**src/hw/rtl/cfp_pkg.sv**
```systemverilog
`timescale 1ns / 1ps
`default_nettype none

package cfp_pkg;

	typedef logic [2:0] kind_t;

	localparam kind_t KIND_PAYLOAD  = 3'd0;
	localparam kind_t KIND_GOOD     = 3'd1;
	localparam kind_t KIND_DATA_BAD = 3'd2;
	localparam kind_t KIND_HDR_BAD  = 3'd3;
	localparam kind_t KIND_OVERSIZE = 3'd4;

	typedef logic cfg_index_t;

	localparam cfg_index_t CFG_START_MARKER = 1'b0;
	localparam cfg_index_t CFG_MAX_PAYLOAD  = 1'b1;

	localparam logic [7:0]  START_MARKER_RESET = 8'd165;
	localparam logic [15:0] MAX_PAYLOAD_RESET  = 16'd512;

	typedef struct packed {
		kind_t       kind;
		logic [7:0]  frame_type;
		logic [7:0]  data_byte;
		logic [15:0] byte_index;
		logic [15:0] frame_length;
	} result_t;

endpackage

`default_nettype wire

```
**src/hw/rtl/cfp_front.sv**
```systemverilog
`timescale 1ns / 1ps
`default_nettype none

module cfp_front
	import cfp_pkg::*;
(
	input  wire logic        clk,
	input  wire logic        arst_n,
	input  wire logic        cfg_valid,
	input  wire cfg_index_t  cfg_index,
	input  wire logic [15:0] cfg_data,
	input  wire logic        in_valid,
	input  wire logic        in_ready,
	input  wire logic [7:0]  rx_byte,
	output logic             push,
	output result_t          push_data
);

	localparam logic [2:0] PH_HUNT     = 3'd0;
	localparam logic [2:0] PH_TYPE     = 3'd1;
	localparam logic [2:0] PH_LEN_LO   = 3'd2;
	localparam logic [2:0] PH_LEN_HI   = 3'd3;
	localparam logic [2:0] PH_HDR_SUM  = 3'd4;
	localparam logic [2:0] PH_BODY     = 3'd5;
	localparam logic [2:0] PH_DATA_SUM = 3'd6;

	logic [7:0]  start_marker_q;
	logic [15:0] max_payload_q;

	logic [2:0]  phase_q, phase_d;
	logic [7:0]  type_q, type_d;
	logic [7:0]  len_lo_q, len_lo_d;
	logic [15:0] decl_q, decl_d;
	logic [15:0] seen_q, seen_d;
	logic [7:0]  sum_q, sum_d;
	logic [7:0]  hsum;
	logic        emit;
	kind_t       emit_kind;
	logic        accept;

	assign accept = in_valid && in_ready;
	assign hsum = start_marker_q + type_q + len_lo_q + decl_q[15:8];

	always_comb begin
		phase_d   = phase_q;
		type_d    = type_q;
		len_lo_d  = len_lo_q;
		decl_d    = decl_q;
		seen_d    = seen_q;
		sum_d     = sum_q;
		emit      = 1'b0;
		emit_kind = KIND_PAYLOAD;
		unique case (phase_q)
			PH_TYPE: begin
				type_d  = rx_byte;
				phase_d = PH_LEN_LO;
			end
			PH_LEN_LO: begin
				len_lo_d = rx_byte;
				phase_d  = PH_LEN_HI;
			end
			PH_LEN_HI: begin
				decl_d = {rx_byte, len_lo_q};
				if (decl_d > max_payload_q) begin
					phase_d   = PH_HUNT;
					emit      = 1'b1;
					emit_kind = KIND_OVERSIZE;
				end else begin
					seen_d  = '0;
					phase_d = PH_HDR_SUM;
				end
			end
			PH_HDR_SUM: begin
				if (hsum != rx_byte) begin
					phase_d   = PH_HUNT;
					emit      = 1'b1;
					emit_kind = KIND_HDR_BAD;
				end else begin
					sum_d   = {hsum[6:0], 1'b0};
					phase_d = (decl_q != '0) ? PH_BODY : PH_DATA_SUM;
				end
			end
			PH_BODY: begin
				sum_d     = sum_q + rx_byte;
				seen_d    = seen_q + 16'd1;
				phase_d   = (seen_d == decl_q) ? PH_DATA_SUM : PH_BODY;
				emit      = 1'b1;
				emit_kind = KIND_PAYLOAD;
			end
			PH_DATA_SUM: begin
				phase_d   = PH_HUNT;
				emit      = 1'b1;
				emit_kind = (sum_q == rx_byte) ? KIND_GOOD : KIND_DATA_BAD;
			end
			default: begin
				phase_d = (rx_byte == start_marker_q) ? PH_TYPE : PH_HUNT;
			end
		endcase
	end

	assign push = accept && emit;

	always_comb begin
		push_data.kind         = emit_kind;
		push_data.frame_type   = type_q;
		push_data.data_byte    = rx_byte;
		push_data.byte_index   = seen_q;
		push_data.frame_length = decl_d;
	end

	always_ff @(posedge clk or negedge arst_n) begin
		if (!arst_n) begin
			start_marker_q <= START_MARKER_RESET;
			max_payload_q  <= MAX_PAYLOAD_RESET;
		end else if (cfg_valid) begin
			unique case (cfg_index)
				CFG_START_MARKER: start_marker_q <= cfg_data[7:0];
				CFG_MAX_PAYLOAD:  max_payload_q  <= cfg_data;
				default: ;
			endcase
		end
	end

	always_ff @(posedge clk or negedge arst_n) begin
		if (!arst_n) begin
			phase_q  <= PH_HUNT;
			type_q   <= '0;
			len_lo_q <= '0;
			decl_q   <= '0;
			seen_q   <= '0;
			sum_q    <= '0;
		end else if (accept) begin
			phase_q  <= phase_d;
			type_q   <= type_d;
			len_lo_q <= len_lo_d;
			decl_q   <= decl_d;
			seen_q   <= seen_d;
			sum_q    <= sum_d;
		end
	end

endmodule

`default_nettype wire

```
**src/hw/rtl/cfp_queue.sv**
```systemverilog
`timescale 1ns / 1ps
`default_nettype none

module cfp_queue
	import cfp_pkg::*;
#(
	parameter int DEPTH = 4
) (
	input  wire logic    clk,
	input  wire logic    arst_n,
	input  wire logic    push,
	input  wire result_t push_data,
	output logic         full,
	input  wire logic    pop,
	output logic         not_empty,
	output result_t      pop_data
);

	localparam int PW = (DEPTH > 1) ? $clog2(DEPTH) : 1;
	localparam int CW = $clog2(DEPTH + 1);
	localparam logic [PW-1:0] LAST = PW'(DEPTH - 1);
	localparam logic [CW-1:0] FULL_COUNT = CW'(DEPTH);

	result_t       entries_q [DEPTH];
	logic [PW-1:0] wr_ptr_q;
	logic [PW-1:0] rd_ptr_q;
	logic [CW-1:0] count_q;

	assign full      = (count_q == FULL_COUNT);
	assign not_empty = (count_q != '0);
	assign pop_data  = entries_q[rd_ptr_q];

	always_ff @(posedge clk) begin
		if (push) begin
			entries_q[wr_ptr_q] <= push_data;
		end
	end

	always_ff @(posedge clk or negedge arst_n) begin
		if (!arst_n) begin
			wr_ptr_q <= '0;
			rd_ptr_q <= '0;
			count_q  <= '0;
		end else begin
			if (push) begin
				wr_ptr_q <= (wr_ptr_q == LAST) ? '0 : wr_ptr_q + 1'b1;
			end
			if (pop) begin
				rd_ptr_q <= (rd_ptr_q == LAST) ? '0 : rd_ptr_q + 1'b1;
			end
			if (push && !pop) begin
				count_q <= count_q + 1'b1;
			end else if (pop && !push) begin
				count_q <= count_q - 1'b1;
			end
		end
	end

`ifndef NO_ASSERTIONS
	a_count_bound: assert property (@(posedge clk) disable iff (!arst_n)
		count_q <= FULL_COUNT)
		else $error("queue count exceeds depth");

	a_push_space: assert property (@(posedge clk) disable iff (!arst_n)
		push |-> !full || pop)
		else $error("transfer into a full queue");

	a_pop_data: assert property (@(posedge clk) disable iff (!arst_n)
		pop |-> not_empty)
		else $error("transfer out of an empty queue");

	a_count_step: assert property (@(posedge clk) disable iff (!arst_n)
		push && !pop |=> count_q == $past(count_q) + 1'b1)
		else $error("queue count did not follow a push");
`endif

endmodule

`default_nettype wire

```
**src/hw/rtl/cfp_back.sv**
```systemverilog
`timescale 1ns / 1ps
`default_nettype none

module cfp_back
	import cfp_pkg::*;
(
	input  wire logic        clk,
	input  wire logic        arst_n,
	input  wire logic        q_not_empty,
	input  wire result_t     q_data,
	output logic             q_pop,
	output logic             out_valid,
	input  wire logic        out_ready,
	output logic [2:0]       kind,
	output logic [7:0]       frame_type,
	output logic [7:0]       data_byte,
	output logic [15:0]      byte_index,
	output logic [15:0]      frame_length
);

	logic    valid_q;
	result_t res_q;
	logic    is_payload;

	assign q_pop      = q_not_empty && (!valid_q || out_ready);
	assign is_payload = (q_data.kind == KIND_PAYLOAD);

	always_ff @(posedge clk or negedge arst_n) begin
		if (!arst_n) begin
			valid_q <= 1'b0;
		end else if (!valid_q || out_ready) begin
			valid_q <= q_not_empty;
		end
	end

	always_ff @(posedge clk) begin
		if (q_pop) begin
			res_q.kind         <= q_data.kind;
			res_q.frame_type   <= q_data.frame_type;
			res_q.data_byte    <= is_payload ? q_data.data_byte : 8'd0;
			res_q.byte_index   <= is_payload ? q_data.byte_index : 16'd0;
			res_q.frame_length <= q_data.frame_length;
		end
	end

	assign out_valid    = valid_q;
	assign kind         = res_q.kind;
	assign frame_type   = res_q.frame_type;
	assign data_byte    = res_q.data_byte;
	assign byte_index   = res_q.byte_index;
	assign frame_length = res_q.frame_length;

endmodule

`default_nettype wire

```
**src/hw/rtl/checksummed_frame_parser.sv**
```systemverilog
// Channel   Handshake              Payload
// cfg       cfg_valid, cfg_ready   cfg_index (0 start marker, 1 max payload), cfg_data
// in        in_valid, in_ready     rx_byte
// out       out_valid, out_ready   kind, frame_type, data_byte, byte_index, frame_length
//
// The parser takes one byte every cycle while in_ready is high; the phase register in the
// front stage is updated in the same cycle as the transfer.
// A result is written into the result queue at its byte's transfer and is then loaded into
// the output register, from which it leaves the block.
// In-ready drops only while the result queue is full, so an output stall reaches the input
// after QUEUE_DEPTH + 1 held results.
// Reset loads the register defaults, empties the queue and puts the parser in hunt.
`timescale 1ns / 1ps
`default_nettype none

module checksummed_frame_parser
	import cfp_pkg::*;
#(
	parameter int QUEUE_DEPTH = 4
) (
	input  wire logic        clk,
	input  wire logic        arst_n,
	input  wire logic        cfg_valid,
	output logic             cfg_ready,
	input  wire cfg_index_t  cfg_index,
	input  wire logic [15:0] cfg_data,
	input  wire logic        in_valid,
	output logic             in_ready,
	input  wire logic [7:0]  rx_byte,
	output logic             out_valid,
	input  wire logic        out_ready,
	output logic [2:0]       kind,
	output logic [7:0]       frame_type,
	output logic [7:0]       data_byte,
	output logic [15:0]      byte_index,
	output logic [15:0]      frame_length
);

	logic    push;
	result_t push_data;
	logic    q_full;
	logic    q_pop;
	logic    q_not_empty;
	result_t q_data;

	assign cfg_ready = 1'b1;
	assign in_ready  = !q_full;

	cfp_front u_front (
		.clk       (clk),
		.arst_n    (arst_n),
		.cfg_valid (cfg_valid),
		.cfg_index (cfg_index),
		.cfg_data  (cfg_data),
		.in_valid  (in_valid),
		.in_ready  (in_ready),
		.rx_byte   (rx_byte),
		.push      (push),
		.push_data (push_data)
	);

	cfp_queue #(
		.DEPTH (QUEUE_DEPTH)
	) u_queue (
		.clk       (clk),
		.arst_n    (arst_n),
		.push      (push),
		.push_data (push_data),
		.full      (q_full),
		.pop       (q_pop),
		.not_empty (q_not_empty),
		.pop_data  (q_data)
	);

	cfp_back u_back (
		.clk          (clk),
		.arst_n       (arst_n),
		.q_not_empty  (q_not_empty),
		.q_data       (q_data),
		.q_pop        (q_pop),
		.out_valid    (out_valid),
		.out_ready    (out_ready),
		.kind         (kind),
		.frame_type   (frame_type),
		.data_byte    (data_byte),
		.byte_index   (byte_index),
		.frame_length (frame_length)
	);

endmodule

`default_nettype wire

```
**config.mk**
```make
export PLATFORM = sky130hd
export DESIGN_NAME = checksummed_frame_parser
export DESIGN_NICKNAME = d
export VERILOG_FILES = /design/src/hw/rtl/cfp_pkg.sv /design/src/hw/rtl/cfp_front.sv /design/src/hw/rtl/cfp_queue.sv /design/src/hw/rtl/cfp_back.sv /design/src/hw/rtl/checksummed_frame_parser.sv
export SDC_FILE = /design/constraint.sdc
export NUM_CORES = 1
export LEC_CHECK = 0
export ABC_AREA = 1
export BUFFER_PORTS_ARGS = -buffer_cell sky130_fd_sc_hd__buf_2
export CORE_MARGIN = 4
export CORE_UTILIZATION = 45
export CTS_CLUSTER_SIZE = 24
export DETAILED_ROUTE_END_ITERATION = 10
export MAX_ROUTING_LAYER = met4
export SKIP_CTS_REPAIR_TIMING = 1
export SYNTH_ARGS = -nofsm -noshare
export SYNTH_HDL_FRONTEND = slang
export SYNTH_SLANG_ARGS = --single-unit
```
**constraint.sdc**
```tcl
create_clock -name clk -period 10.2 [get_ports clk]
set_input_delay 0.51 -clock clk [delete_from_list [all_inputs] [get_ports clk]]
set_output_delay 0.51 -clock clk [all_outputs]
set_load 0.01 [all_outputs]
```
# Word-level counts from Yosys, hierarchy flattened
# Memories as Yosys holds them, arrays and structs flattened.
# Cells that the tools add are included.
[word_totals]
inputBits = 30
n_memories = 1
reg_bits = 142
mem_bits_rw = 204
[memory_table]
columns = ["memory", "words", "width", "rd", "rd_ports_with_merged_regs", "write_ports", "line_no", "source"]
rows = [
  ["u_queue.entries_q", 4, 51, 1, 0, 1, "cfp_queue.sv:24", "result_t entries_q [DEPTH];"],
]
[op_classes]
reduce_logical = 23
n_addsub = 9
n_lt_le_gt_ge = 1
n_eq_ne = 15
mux = 24
bitwise = 1
[op_table]
columns = ["cell", "n"]
rows = [
  ["$add A8 B8 Y8", 4],
  ["$mux W16", 2],
  ["$pmux W16 S2", 1],
  ["$pmux W3 S6", 1],
  ["$add A16 B1 Y16 const B", 1],
  ["$eq A16 B16 Y1", 1],
  ["$eq A8 B8 Y1", 2],
  ["$gt A16 B16 Y1", 1],
  ["$pmux W8 S2", 1],
  ["$reduce_bool A16 Y1", 1],
  ["$mux W3", 5],
  ["$eq A3 B3 Y1 const B", 4],
  ["$mux W2", 6],
  ["$pmux W3 S3", 1],
  ["$mux W8", 1],
  ["$ne A8 B8 Y1", 1],
  ["$reduce_and A2 Y1", 4],
  ["$eq A3 B2 Y1 const B", 2],
  ["$reduce_and A3 Y1", 2],
  ["$reduce_bool A2 Y1", 3],
  ["$logic_and A1 B1 Y1", 5],
  ["$mux W1", 5],
  ["$add A2 B1 Y2 const B", 2],
  ["$eq A2 B2 Y1 const B", 2],
  ["11 further kinds", 15],
]

# Longest topological paths before layout
# Gate-level depths: netlist of the first run.
[depth]
depth_word = 11
depth_mapped = 25
ltp_nobuf = 25

# Cells and area by module
# From an unflattened synthesis of the first run, not the netlist that was laid out.
[unflattened]
cells_unflattened = 1559
area_unflattened_um2 = 16804.9
[by_module_without_submodules]
columns = ["mod", "cells_per_inst", "area_per_inst_um2", "seq_area_each_um2", "n_inst"]
rows = [
  ["cfp_queue", 648, 9077.5, 6301.0, 1],
  ["cfp_front", 798, 5859.4, 2083.2, 1],
  ["cfp_back", 110, 1853.0, 1556.5, 1],
  ["checksummed_frame_parser", 3, 15.0, 0.0, 1],
]

# Worst setup path before layout of the first run
# Ideal clock, no wire load.
[synth_timing]
path_type = "reg2reg"
from = "reg u_front.type_q[1]"
to = "mem u_queue.entries_q[3][0] (netlist bit), enable pin"
stages_incl_launch_ff = 16
synth_period_minus_slack_ps = 5541
arrival_ps = 5082
required_time_ps = 9740
path_slack_ps = 4659
cell_sequence = "dfrtp_1 fa_1 fa_1 ha_1 fa_1 nand3_1 nand3_1 a21oi_1 nor2_1 nand2_1 nor2_4 nand2_2 nand2_4 nand3b_2 nand2_4 nor2_1"
[synth_via]
elab_chain_len = 9
[synth_lines]
columns = ["item", "line_no", "source"]
rows = [
  ["start, declared", "cfp_front.sv:31", "logic [7:0] type_q, type_d;"],
  ["start signal, assigned", "cfp_front.sv:134", "type_q <= type_d;"],
  ["$add A8 B8 Y8 (3 in a row)", "cfp_front.sv:42", "assign hsum = start_marker_q + type_q + len_lo_q + decl_q[15:8];"],
  ["$ne A8 B8 Y1", "cfp_front.sv:74", "if (hsum != rx_byte) begin"],
  ["$mux W1", "cfp_front.sv:74", ""],
  ["$pmux W1 S3", "cfp_front.sv:53", "unique case (phase_q)"],
  ["$logic_and A1 B1 Y1", "cfp_front.sv:101", "assign push = accept && emit;"],
  ["$mux W1", "cfp_queue.sv:34", "if (push) begin"],
  ["$mux W1 (implied by the code)", "cfp_queue.sv:35", "entries_q[wr_ptr_q] <= push_data;"],
  ["end, declared", "cfp_queue.sv:24", ""],
]
# Every way passes these cells.

# Worst setup path in the final report of the first run
[layout_timing]
from = "reg u_front.type_q[1]"
to = "reg u_queue.count_q[1]"
[layout_via]
elab_chain_len = 10
[layout_lines]
columns = ["item", "line_no", "source"]
rows = [
  ["$add A8 B8 Y8 * (3 in a row)", "cfp_front.sv:42", ""],
  ["$ne A8 B8 Y1 *", "cfp_front.sv:74", ""],
  ["$mux W1 *", "cfp_front.sv:74", ""],
  ["$pmux W1 S3 *", "cfp_front.sv:53", ""],
  ["$logic_and A1 B1 Y1 *", "cfp_front.sv:101", ""],
  ["net push", "checksummed_frame_parser.sv:39", "logic push;"],
  ["$logic_not A1 Y1", "cfp_queue.sv:53", "end else if (pop && !push) begin"],
  ["$logic_and A1 B1 Y1", "cfp_queue.sv:53", ""],
  ["$reduce_bool A2 Y1 (no source line)", "-", ""],
  ["end signal, assigned", "cfp_queue.sv:52", "count_q <= count_q + 1'b1;"],
  ["end signal, assigned", "cfp_queue.sv:54", "count_q <= count_q - 1'b1;"],
  ["end, declared", "cfp_queue.sv:27", "logic [CW-1:0] count_q;"],
]
# Mark *: on every way through the listed nets, which the timed path passes. The rest lies on a longest branch.
# A chain may end at the register's enable or synchronous reset.

==> reports/metrics.yaml, run 1 <==
outcome: "finished, final reports clean"
synth_seq_cells: 346
overflow: 0
switching_share_pct: 39.15
synth_nets: 1534
syn_area_per_cell_um2: 10.69
ir_worst_vdd_mv: 0.1904
drive_gt1_share_pct: 11.80
cts-root-buf: "clkbuf_16"
vias_per_cell: 5.231
use_met1_pct: 27.22
drt_pass1_iterations: 5
fin_nets: 1612
final_common_cell: "edfxtp_1"
crit_path_top_delay_cell: "fa_1"
stdcell_area_um2: 17550
p_int_mw: 3.413
drcViolationCount: 0
wl_per_cell_um: 18.29
seq_area_frac_synth_pct: 64.11
drt-initial-drc-count: 709
yosysWarnings: 0
numClockSinks: 346
drt_wl_total_mm: 36.70
postRouteAntennaNets: 0
p_seq_share_pct: 38.4
netlist_area_um2: 15500
grt_pass1_vias: 10240
fin_tns_setup_ns: 0
coreArea_um2: 33780
pwr-share-comb_pct: 38.5
fin_worst_skew_ns: 0.01848
insertion_delay_ns: 0.52
crit_chain: "fa_1 > fa_1 > ha_1 > fa_1 > inv_1 > nand2_1 > nand2_1 > nor2_1 > nand2_1 > nor2_1 > nand2_1 > nor2_1 > nand2_1 > nor2_4 > nand2_2 > nand2_4 > nand3b_2 > nand2_4 > inv_1 > ha_1 > inv_1 > fa_1 > nor2_1 > a21oi_1"
crit_fanout: 7
grt_max_degree: 105
worst_hold_path_type: "primary input to async pin"
synth_cell_type_count: 42
io_pins: 84
syn_inst: 1451
floorplan.die_area_um2: 37490
cp-start-kind: "flop"
place_congestion: 0.9256
grt_usage_pct: 19.92
arrival_ns: 4.94
final_cell_mix: "edfxtp_1, nand2_1, nor2_1"
fp.dieH_um: 193.6
n_antenna_cell: 0
initial_core_util_pct: 45.89
core.rowCount: 67
worstMarginPinSlew_ns: 1.122
rsz0062_at_grt: "false"
dp_hpwl_mm: 23.74
end_kind: "flop"
cp.required_ns: 10.60
synthFlopType: "edfxtp_1"
path_class: "flop to flop"
dpl_cell_area_um2: 16370
p_switching_mw: 2.196
hold_violations: 0
clk_pin_slew_worst_paths_ns: 0.06
slew_headroom_pct: 24.38
clockBufferDepth: 3
clockPowerShare_pct: 23.1
post-route-period-util_pct: 44.52
cts_tree: "yes"
synthArstFlopShare_pct: 26.30
cts_buffers: 39
vias: 10500
clock.fmax_mhz: 220.2
period_minus_slack_ns: 4.541
fin_hold_ws_ns: 0.01324
crit_top_cell: "nand2_1"
gr-usage-met3_pct: 2.745
die_w_um: 193.6
grt.busiest_layer: "met2"
setup_violations: 0
max_stage_delay_ns: 0.58
grt_pass1_wl_mm: 58.03
drv_slew: 0
p_leak_nw: 7.020
htreeDepth: 2
antenna_found_initial: 0
grt_use_met2_pct: 32.05
synth-edff-count: 255
drv_cap: 0
path_buf_inv: 3
synthToLayoutAreaGrowth_pct: 13.21
cp_top_family: "adder cells"
portBuffers: 82
powerDensity_nw_per_um2: 319.6
-- sequential cells by signal, indices dropped and copies added, names as in the netlist, 16 cells and up --
register,cells
u_front.max_payload_q,16
u_queue.entries_q,204
u_front.seen_q,16
u_back.frame_length,16
u_front.decl_q,16
u_back.byte_index,16
-- routing by layer --
| layer | share of wire [%] | up-vias | wire (µm) |
|---|---|---|---|
| met5 | 0 | - | 0 |
| met1 | 46 | 5080 | 16830 |
| met4 | 1.9 | 0 | 715 |
| met2 | 48 | 254 | 17460 |
| met3 | 4.6 | 45 | 1701 |
| li1 | - | 5120 | - |
-- cells in the mapped netlist, types with 14 or more instances --
master | instances | share of area (%)
a21oi_1 | 58 | 1.9
xor2_1 | 16 | 0.90
nand2_1 | 250 | 6.1
clkbuf_1 | 40 | 0.97
o22ai_1 | 29 | 1.2
o21ai_0 | 201 | 6.5
edfxtp_1 | 255 | 49
dfrtp_1 | 86 | 14
nor2_1 | 211 | 5.1
fa_1 | 16 | 2.1
nand4_1 | 14 | 0.56
ha_1 | 37 | 3.0
nand3_1 | 52 | 1.7
inv_1 | 113 | 2.7
-- power by group through the flow --
stage | combinational [mW] | sequential [mW] | clock [mW]
global placement | 2.16 | 2.17 | 0
floorplan | 1.49 | 2.18 | 0
finish | 2.16 | 2.15 | 1.30
global route | 2.47 | 2.19 | 1.39
detailed placement | 2.18 | 2.18 | 0
CTS | 2.19 | 2.16 | 1.33
-- final timing paths --
kind                                               start                  endpoint  slack (ns)  depth (start not counted)
min in group clk                               out_ready          u_back.out_valid        0.19                          2
worst max register to register         u_front.type_q[1]        u_queue.count_q[1]        5.66                         24
worst min register to register  u_front.max_payload_q[9]  u_front.max_payload_q[9]        0.48                          2
worst max-delay path                   u_front.type_q[1]        u_queue.count_q[1]        5.66                         24
max in group asynchronous                         arst_n       u_queue.rd_ptr_q[0]        9.08                          2
worst min-delay path                              arst_n        u_queue.count_q[1]        0.01                          1
-- cell families (layout without fill, tap and decap cells) --
| logic type | after synthesis | in the layout | synth area share [%] |
|---|---|---|---|
| AOI/OAI and AO/OA | 297 | 297 | 10.01 |
| xor gates and xnor gates | 24 | 24 | 1.444 |
| adders and majority gates | 53 | 53 | 5.052 |
| buffers and inverters | 171 | 279 | 4.358 |
| DFF | 346 | 346 | 64.11 |
| muxes | 1 | 1 | 0.06456 |
| other | 1 | 1 | 0.02419 |
| and+or+nand+nor | 558 | 558 | 14.93 |
-- cell type report --
class	instances	area, µm²
inverter	114	427.9
fill	2984	16230
tap	448	560.5
timing repair buffer	94	503.0
clock buffer	48	1031
sequential	346	9942
multi-input combinational	934	4933
clock inverter	23	155.1
-- stage by stage --
stage                     power, mW  worst slack, ns  util [%]  instances
after global placement        4.324            5.731     48.45       1936
after global routing          6.055            5.376     51.96       2007
after floorplan               3.673            4.659         -       1451
after detailed placement      4.360            5.704     48.45       1936
after CTS                     5.673            5.663     51.96       2007
final                         5.609            5.659     51.96       2007
Power figures use the tool's default switching activity.
==> inputs of run 2 (changes only) <==
==> constraint.sdc (replaced) <==
create_clock -name clk -period 3.65 [get_ports clk]
set_input_delay 0.1825 -clock clk [delete_from_list [all_inputs] [get_ports clk]]
set_output_delay 0.1825 -clock clk [all_outputs]
set_load 0.01 [all_outputs]
==> run 2 against run 1 <==
  * The run now ends with setup timing left
  * Count of clock-buffer cells in the layout grew 2
  * Hold slack gained 0.094 ns
  * Flip-flop and latch count is the same
  * Global-route usage grew 0.83 points
  * Power grew to 3.1 times the previous value
  * Non-clock buffer count grew 92
  * Register-to-register slack lost 6.1 ns
  * Via count grew 4.7%
  * Combinational power grew to 3.3 times the previous value
  * Final cell count grew 4.6%
  * Sequential share of layout area shrank 3.4 points
  * Die area is the same
  * Critical endpoint unchanged
==> reports/metrics.yaml, run 2 (synthesis results as in run 1) <==
outcome: "finished with violations"  # was finished, final reports clean
end_kind: "flop"  # unchanged
grt_pass1_vias: 10510  # was 10,240
overflow: 0  # unchanged
top_layer_used: "met4"  # unchanged
numClockSinks: 346  # unchanged
regMostFlops: "u_queue.entries_q"  # unchanged
core.rowCount: 67  # unchanged
antenna_found_initial: 1  # was 0
io_pins: 84  # unchanged
slew_headroom_pct: 28.10  # was 24.38%
crit_fanout: 2  # was 7
largest_reg_flops: 204  # unchanged
met3_length_mm: 2.054  # was 1.701 mm
dpl_cell_area_um2: 17060  # was 16,370 µm²
die_w_um: 193.6  # unchanged
cts_tree: "yes"  # unchanged
grt_pass1_wl_mm: 60.13  # was 58.03 mm
worstMarginPinSlew_ns: 1.079  # was 1.122 ns
drt_pass1_iterations: 7  # was 5
place_congestion: 0.9336  # was 0.9256
violations: "setup timing"
drcViolationCount: 0  # unchanged
fin_nets: 1705  # was 1,612
wl_met1_mm: 17.24  # was 16.83 mm
clockBufferDepth: 3  # unchanged
post-route-util_pct: 55.31  # was 51.96%
grt_max_degree: 77  # was 105
ir_worst_vdd_mv: 0.4377  # was 0.1904 mV
fp.dieH_um: 193.6  # unchanged
dp_hpwl_mm: 26.14  # was 23.74 mm
pwr-share-comb_pct: 41.9  # was 38.5%
drv_slew: 0  # unchanged
drv_cap: 0  # unchanged
fin_worst_skew_ns: 0.01345  # was 0.01848 ns
fin_hold_ws_ns: 0.1074  # was 0.01324 ns
fill_cells: 2876  # was 2,984
powerDensity_nw_per_um2: 922.3  # was 319.6 nW/µm²
cp.required_ns: 4.05  # was 10.60 ns
insertion_delay_ns: 0.53  # was 0.52 ns
drt_wl_total_mm: 38.42  # was 36.70 mm
stdcell_area_um2: 18690  # was 17,550 µm²
p_switching_mw: 6.468  # was 2.196 mW
n_antenna_cell: 0  # unchanged
final_common_cell: "edfxtp_1"  # unchanged
drive_gt1_share_pct: 16.47  # was 11.80%
vias: 10990  # was 10,500
final_cell_mix: "edfxtp_1, nand2_1, nor2_1"  # unchanged
path_class: "flop to flop"  # unchanged
clockPowerShare_pct: 23.7  # was 23.1%
period_minus_slack_ns: 4.133  # was 4.541 ns
dp_cells: 2005  # was 1,936
final.setup.worst_slack_ns: -0.4826  # was 5.659 ns
vias_per_cell: 5.235  # was 5.231
worst_hold_path_type: "primary input to flop"  # was primary input to async pin
wl_per_cell_um: 18.30  # was 18.29 µm
initial_core_util_pct: 45.89  # unchanged
cts_buffers: 39  # unchanged
switching_share_pct: 37.53  # was 39.15%
coreArea_um2: 33780  # unchanged
finalPower_mw: 17.23  # was 5.609 mW
drt-initial-drc-count: 792  # was 709
final_cells: 2099  # was 2,007
p_int_mw: 10.77  # was 3.413 mW
arrival_ns: 4.53  # was 4.94 ns
cp-start-kind: "flop"  # unchanged
htreeDepth: 2  # unchanged
p_seq_share_pct: 34.4  # was 38.4%
dr_wl_met2_mm: 18.17  # was 17.46 mm
multi_input_area_um2: 5006  # was 4933 µm²
hold_violations: 0  # unchanged
post-route-period-util_pct: 113.2  # was 44.52%
clock.fmax_mhz: 242.0  # was 220.2 MHz
portBuffers: 82  # unchanged
floorplan.die_area_um2: 37490  # unchanged
dp_worst_setup_slack_ns: -0.5152  # was 5.704 ns
grt_usage_pct: 20.75  # was 19.92%
setup_violations: 211  # was 0
rsz0062_at_grt: "true"  # was false
postRouteAntennaNets: 0  # unchanged
cts-root-buf: "clkbuf_16"  # unchanged
clk_pin_slew_worst_paths_ns: 0.06  # about the same
synthToLayoutAreaGrowth_pct: 20.51  # was 13.21%
fin_tns_setup_ns: -60.15  # was 0 ns
p_leak_nw: 7.577  # was 7.020 nW
regArea_um2: 9942  # unchanged
[run 2: cell types whose count changed in the layout (fill, tap and decap cells not counted), sizes merged]
cell / change
buf: +74
bufinv: +6
clkbuf: +2
clkinv: -6
clkinvlp: -3
dlygate4sd3: +18
nand2: +1
[run 2: worst max-delay path, cell delays in order (launching register included)]
cell and delay, ns:
dfrtp_1 0.40, fa_1 0.56, fa_1 0.42, ha_2 0.22, fa_2 0.54, inv_2 0.04
nand2_1 0.05, nand2_1 0.06, nor2_1 0.09, nand2_1 0.05, nor2_1 0.10, nand2_1 0.06
nor2_1 0.09, nand2_1 0.09, nor2_4 0.10, nand2_2 0.07, nand2_4 0.07, nand3b_4 0.11
nand2_8 0.10, inv_4 0.03, ha_4 0.15, inv_4 0.05, fa_2 0.42, nor2_1 0.10
a21oi_1 0.04
[run 2: power groups by stage]
| stage | Combinational [mW] | Sequential (mW) | Clock [mW] |
|---|---|---|---|
| floorplan | 4.23 | 6.07 | 0 |
| CTS | 7.13 | 5.94 | 4.17 |
| global placement | 7.01 | 5.99 | 0 |
| global route | 8.15 | 6.05 | 4.37 |
| detailed placement | 7.09 | 6.02 | 0 |
| finish | 7.21 | 5.94 | 4.08 |
[run 2: metal layers]
layer | global-route usage [%] | vias up
met5 | - | -
met4 | 5.403 | 0
met3 | 2.989 | 68
met2 | 32.97 | 285
met1 | 28.48 | 5313
li1 | - | 5323
[run 2: final cells by class]
type                    count  area share, %
multi-input cells         935          26.79
clock inverters            20          1.560
inverters                 114          2.317
repair buffers            186          7.453
well taps                 448          3.000
clock buffers              50          5.672
flip-flops and latches    346          53.21
[run 2: worst paths after layout]
| kind | from | endpoint | slack (ns) | cells past startpoint |
|---|---|---|---|---|
| hold reg to reg | u_front.max_payload_q[1] | u_front.max_payload_q[1] | 0.48 | 2 |
| min in group asynchronous | arst_n | u_front.sum_q[3] | 0.36 | 2 |
| hold / removal | rx_byte[0] | u_queue.entries_q[2][32] | 0.11 | 1 |
| setup / recovery | u_front.len_lo_q[1] | u_queue.count_q[1] | -0.48 | 24 |
| setup reg to reg | u_front.len_lo_q[1] | u_queue.count_q[1] | -0.48 | 24 |
| max in group asynchronous | arst_n | u_queue.rd_ptr_q[0] | 2.34 | 3 |
==> inputs of run 3 (changes only) <==
--- a/config.mk
+++ b/config.mk
@@ -12,6 +12,7 @@
 export CTS_CLUSTER_SIZE = 24
 export DETAILED_ROUTE_END_ITERATION = 10
 export MAX_ROUTING_LAYER = met4
+export RECOVER_POWER = 25
 export SKIP_CTS_REPAIR_TIMING = 1
 export SYNTH_ARGS = -nofsm -noshare
 export SYNTH_HDL_FRONTEND = slang
==> run 3 against run 2 <==
  * The flow still finishes with violations (setup timing)
  * Non-clock buffer count stayed put
  * Register-to-register slack hardly changed
  * Largest cell class unchanged
  * Sequential share of layout area is 0.11 points higher
  * Critical endpoint unchanged
  * Final cell count stayed put
  * Critical path depth stayed put
  * First-iteration DRC count is 1.6% higher
  * Die area stayed put
  * Wire length is 0.15% higher
==> reports/metrics.yaml, run 3 (synthesis results as in run 1) <==
die_w_um: 193.6  # unchanged
p_int_mw: 10.74  # was 10.77 mW
grt_usage_pct: 20.75  # unchanged
htreeDepth: 2  # unchanged
finalPower_mw: 17.21  # was 17.23 mW
wl_met1_mm: 17.30  # was 17.24 mm
antenna_found_initial: 1  # unchanged
final_cell_mix: "edfxtp_1, nand2_1, nor2_1"  # unchanged
dp_cells: 2005  # unchanged
clock.fmax_mhz: 241.7  # was 242.0 MHz
top_layer_used: "met4"  # unchanged
insertion_delay_ns: 0.53  # about the same
clk_pin_slew_worst_paths_ns: 0.06  # about the same
drcViolationCount: 0  # unchanged
fill_cells: 2887  # was 2,876
io_pins: 84  # unchanged
path_class: "flop to flop"  # unchanged
worstMarginPinSlew_ns: 1.083  # was 1.079 ns
final_cells: 2099  # unchanged
fin_worst_skew_ns: 0.01290  # was 0.01345 ns
path_buf_inv: 3  # unchanged
vias: 11000  # was 10,990
crit_top_cell: "nand2_1"  # unchanged
drt_wl_total_mm: 38.48  # was 38.42 mm
wl_per_cell_um: 18.33  # was 18.30 µm
place_congestion: 0.9336  # unchanged
initial_core_util_pct: 45.89  # unchanged
vias_per_cell: 5.239  # was 5.235
worst_hold_path_type: "primary input to flop"  # unchanged
postRouteAntennaNets: 0  # unchanged
final.setup.worst_slack_ns: -0.4880  # was -0.4826 ns
synthToLayoutAreaGrowth_pct: 20.27  # was 20.51%
cp.required_ns: 4.05  # about the same
p_seq_share_pct: 34.5  # was 34.4%
cts_tree: "yes"  # unchanged
largest_reg_flops: 204  # unchanged
clockBufferDepth: 3  # unchanged
grt_pass1_wl_mm: 60.13  # unchanged
p_switching_mw: 6.474  # was 6.468 mW
cp-start-kind: "flop"  # unchanged
p_leak_nw: 7.529  # was 7.577 nW
crit_chain: "fa_1 > fa_1 > ha_2 > fa_2 > inv_2 > nand2_1 > nand2_1 > nor2_1 > nand2_1 > nor2_1 > nand2_1 > nor2_1 > nand2_1 > nor2_4 > nand2_2 > nand2_4 > nand3b_4 > nand2_8 > inv_4 > ha_4 > inv_4 > fa_2 > nor2_1 > a21oi_1"  # unchanged
dr_wl_met2_mm: 18.25  # was 18.17 mm
clockPowerShare_pct: 23.7  # about the same
outcome: "finished with violations"  # unchanged
drt-initial-drc-count: 805  # was 792
period_minus_slack_ns: 4.138  # was 4.133 ns
drv_slew: 0  # unchanged
cts-root-buf: "clkbuf_16"  # unchanged
fin_nets: 1705  # unchanged
pwr-share-comb_pct: 41.8  # was 41.9%
drive_gt1_share_pct: 15.51  # was 16.47%
powerDensity_nw_per_um2: 923.0  # was 922.3 nW/µm²
dpl_cell_area_um2: 17060  # unchanged
setup_violations: 211  # unchanged
drv_cap: 0  # unchanged
regMostFlops: "u_queue.entries_q"  # unchanged
cts_buffers: 39  # unchanged
crit_fanout: 2  # unchanged
fin_hold_ws_ns: 0.1108  # was 0.1074 ns
floorplan.die_area_um2: 37490  # unchanged
hold_violations: 0  # unchanged
numClockSinks: 346  # unchanged
stdcell_area_um2: 18650  # was 18,690 µm²
end_kind: "flop"  # unchanged
ir_worst_vdd_mv: 0.4379  # was 0.4377 mV
met3_length_mm: 1.964  # was 2.054 mm
grt_max_degree: 77  # unchanged
crit_path_top_delay_cell: "fa_1"  # unchanged
coreArea_um2: 33780  # unchanged
max_stage_delay_ns: 0.56  # about the same
rsz0062_at_grt: "true"  # unchanged
multi_input_area_um2: 5006  # unchanged
arrival_ns: 4.54  # was 4.53 ns
regArea_um2: 9942  # unchanged
fp.dieH_um: 193.6  # unchanged
dp_hpwl_mm: 26.14  # unchanged
violations: "setup timing"  # unchanged
drt_pass1_iterations: 5  # was 7
grt_pass1_vias: 10510  # unchanged
slew_headroom_pct: 27.82  # was 28.10%
overflow: 0  # unchanged
cp_top_family: "adder cells"  # unchanged
final_common_cell: "edfxtp_1"  # unchanged
n_antenna_cell: 0  # unchanged
post-route-period-util_pct: 113.4  # was 113.2%
portBuffers: 82  # unchanged
switching_share_pct: 37.61  # was 37.53%
core.rowCount: 67  # unchanged
-- run 3: per-stage QoR --
stage          TNS (ns)  worst slack [ns]  utilization [%]
2_1_floorplan    -89.98           -0.4371                -
3_3_place_gp     -54.43           -0.4674            50.49
3_5_place_dp     -64.16           -0.5152            50.49
4_1_cts          -65.30           -0.5308            54.49
5_1_grt         -109.57           -0.7425            55.20
6_report         -60.89           -0.4880            55.20
-- run 3: power by group through the flow --
| stage | combinational (mW) | clock, mW | sequential, mW |
|---|---|---|---|
| after floorplan | 4.23 | 0 | 6.07 |
| after global placement | 7.01 | 0 | 5.99 |
| after detailed placement | 7.09 | 0 | 6.02 |
| after CTS | 7.13 | 4.17 | 5.94 |
| after global routing | 8.12 | 4.37 | 6.04 |
| final | 7.19 | 4.08 | 5.94 |
-- run 3: routing by layer --
layer  vias up  global-route usage, %
met2       275                  32.97
met1      5326                  28.48
met5         -                      -
met4         0                  5.403
met3        68                  2.989
li1       5328                      -
-- run 3: worst reg2reg max path: cells and delay by family, from the launching register on --
| family | cells | cell delay [ns] |
|---|---|---|
| flip-flops | 1 | 0.40 |
| buffers and inverters | 3 | 0.12 |
| AND/OR/NAND/NOR | 14 | 1.14 |
| adder cells (fa/ha/maj) | 6 | 2.31 |
| AO/OA/AOI/OAI | 1 | 0.04 |
-- run 3: area by class of cell --
class	count	share of cell area, %
Clock inverter	20	1.563
Sequential cell	346	53.31
Tap cell	448	3.006
Inverter	114	2.322
Clock buffer	50	5.683
Timing Repair Buffer	186	7.267
Multi-Input combinational cell	935	26.85
-- run 3: path summary, 6_finish.rpt --
check	startpoint	end	slack, ns	cells after the start
worst max-delay path	u_front.len_lo_q[1]	u_queue.count_q[1]	-0.49	24
worst min-delay path	in_valid	u_front.phase_q[1]	0.11	5
worst max register to register	u_front.len_lo_q[1]	u_queue.count_q[1]	-0.49	24
worst min register to register	u_front.max_payload_q[1]	u_front.max_payload_q[1]	0.48	2
max in group asynchronous	arst_n	u_queue.rd_ptr_q[0]	2.33	3
min in group asynchronous	arst_n	u_front.sum_q[3]	0.36	2
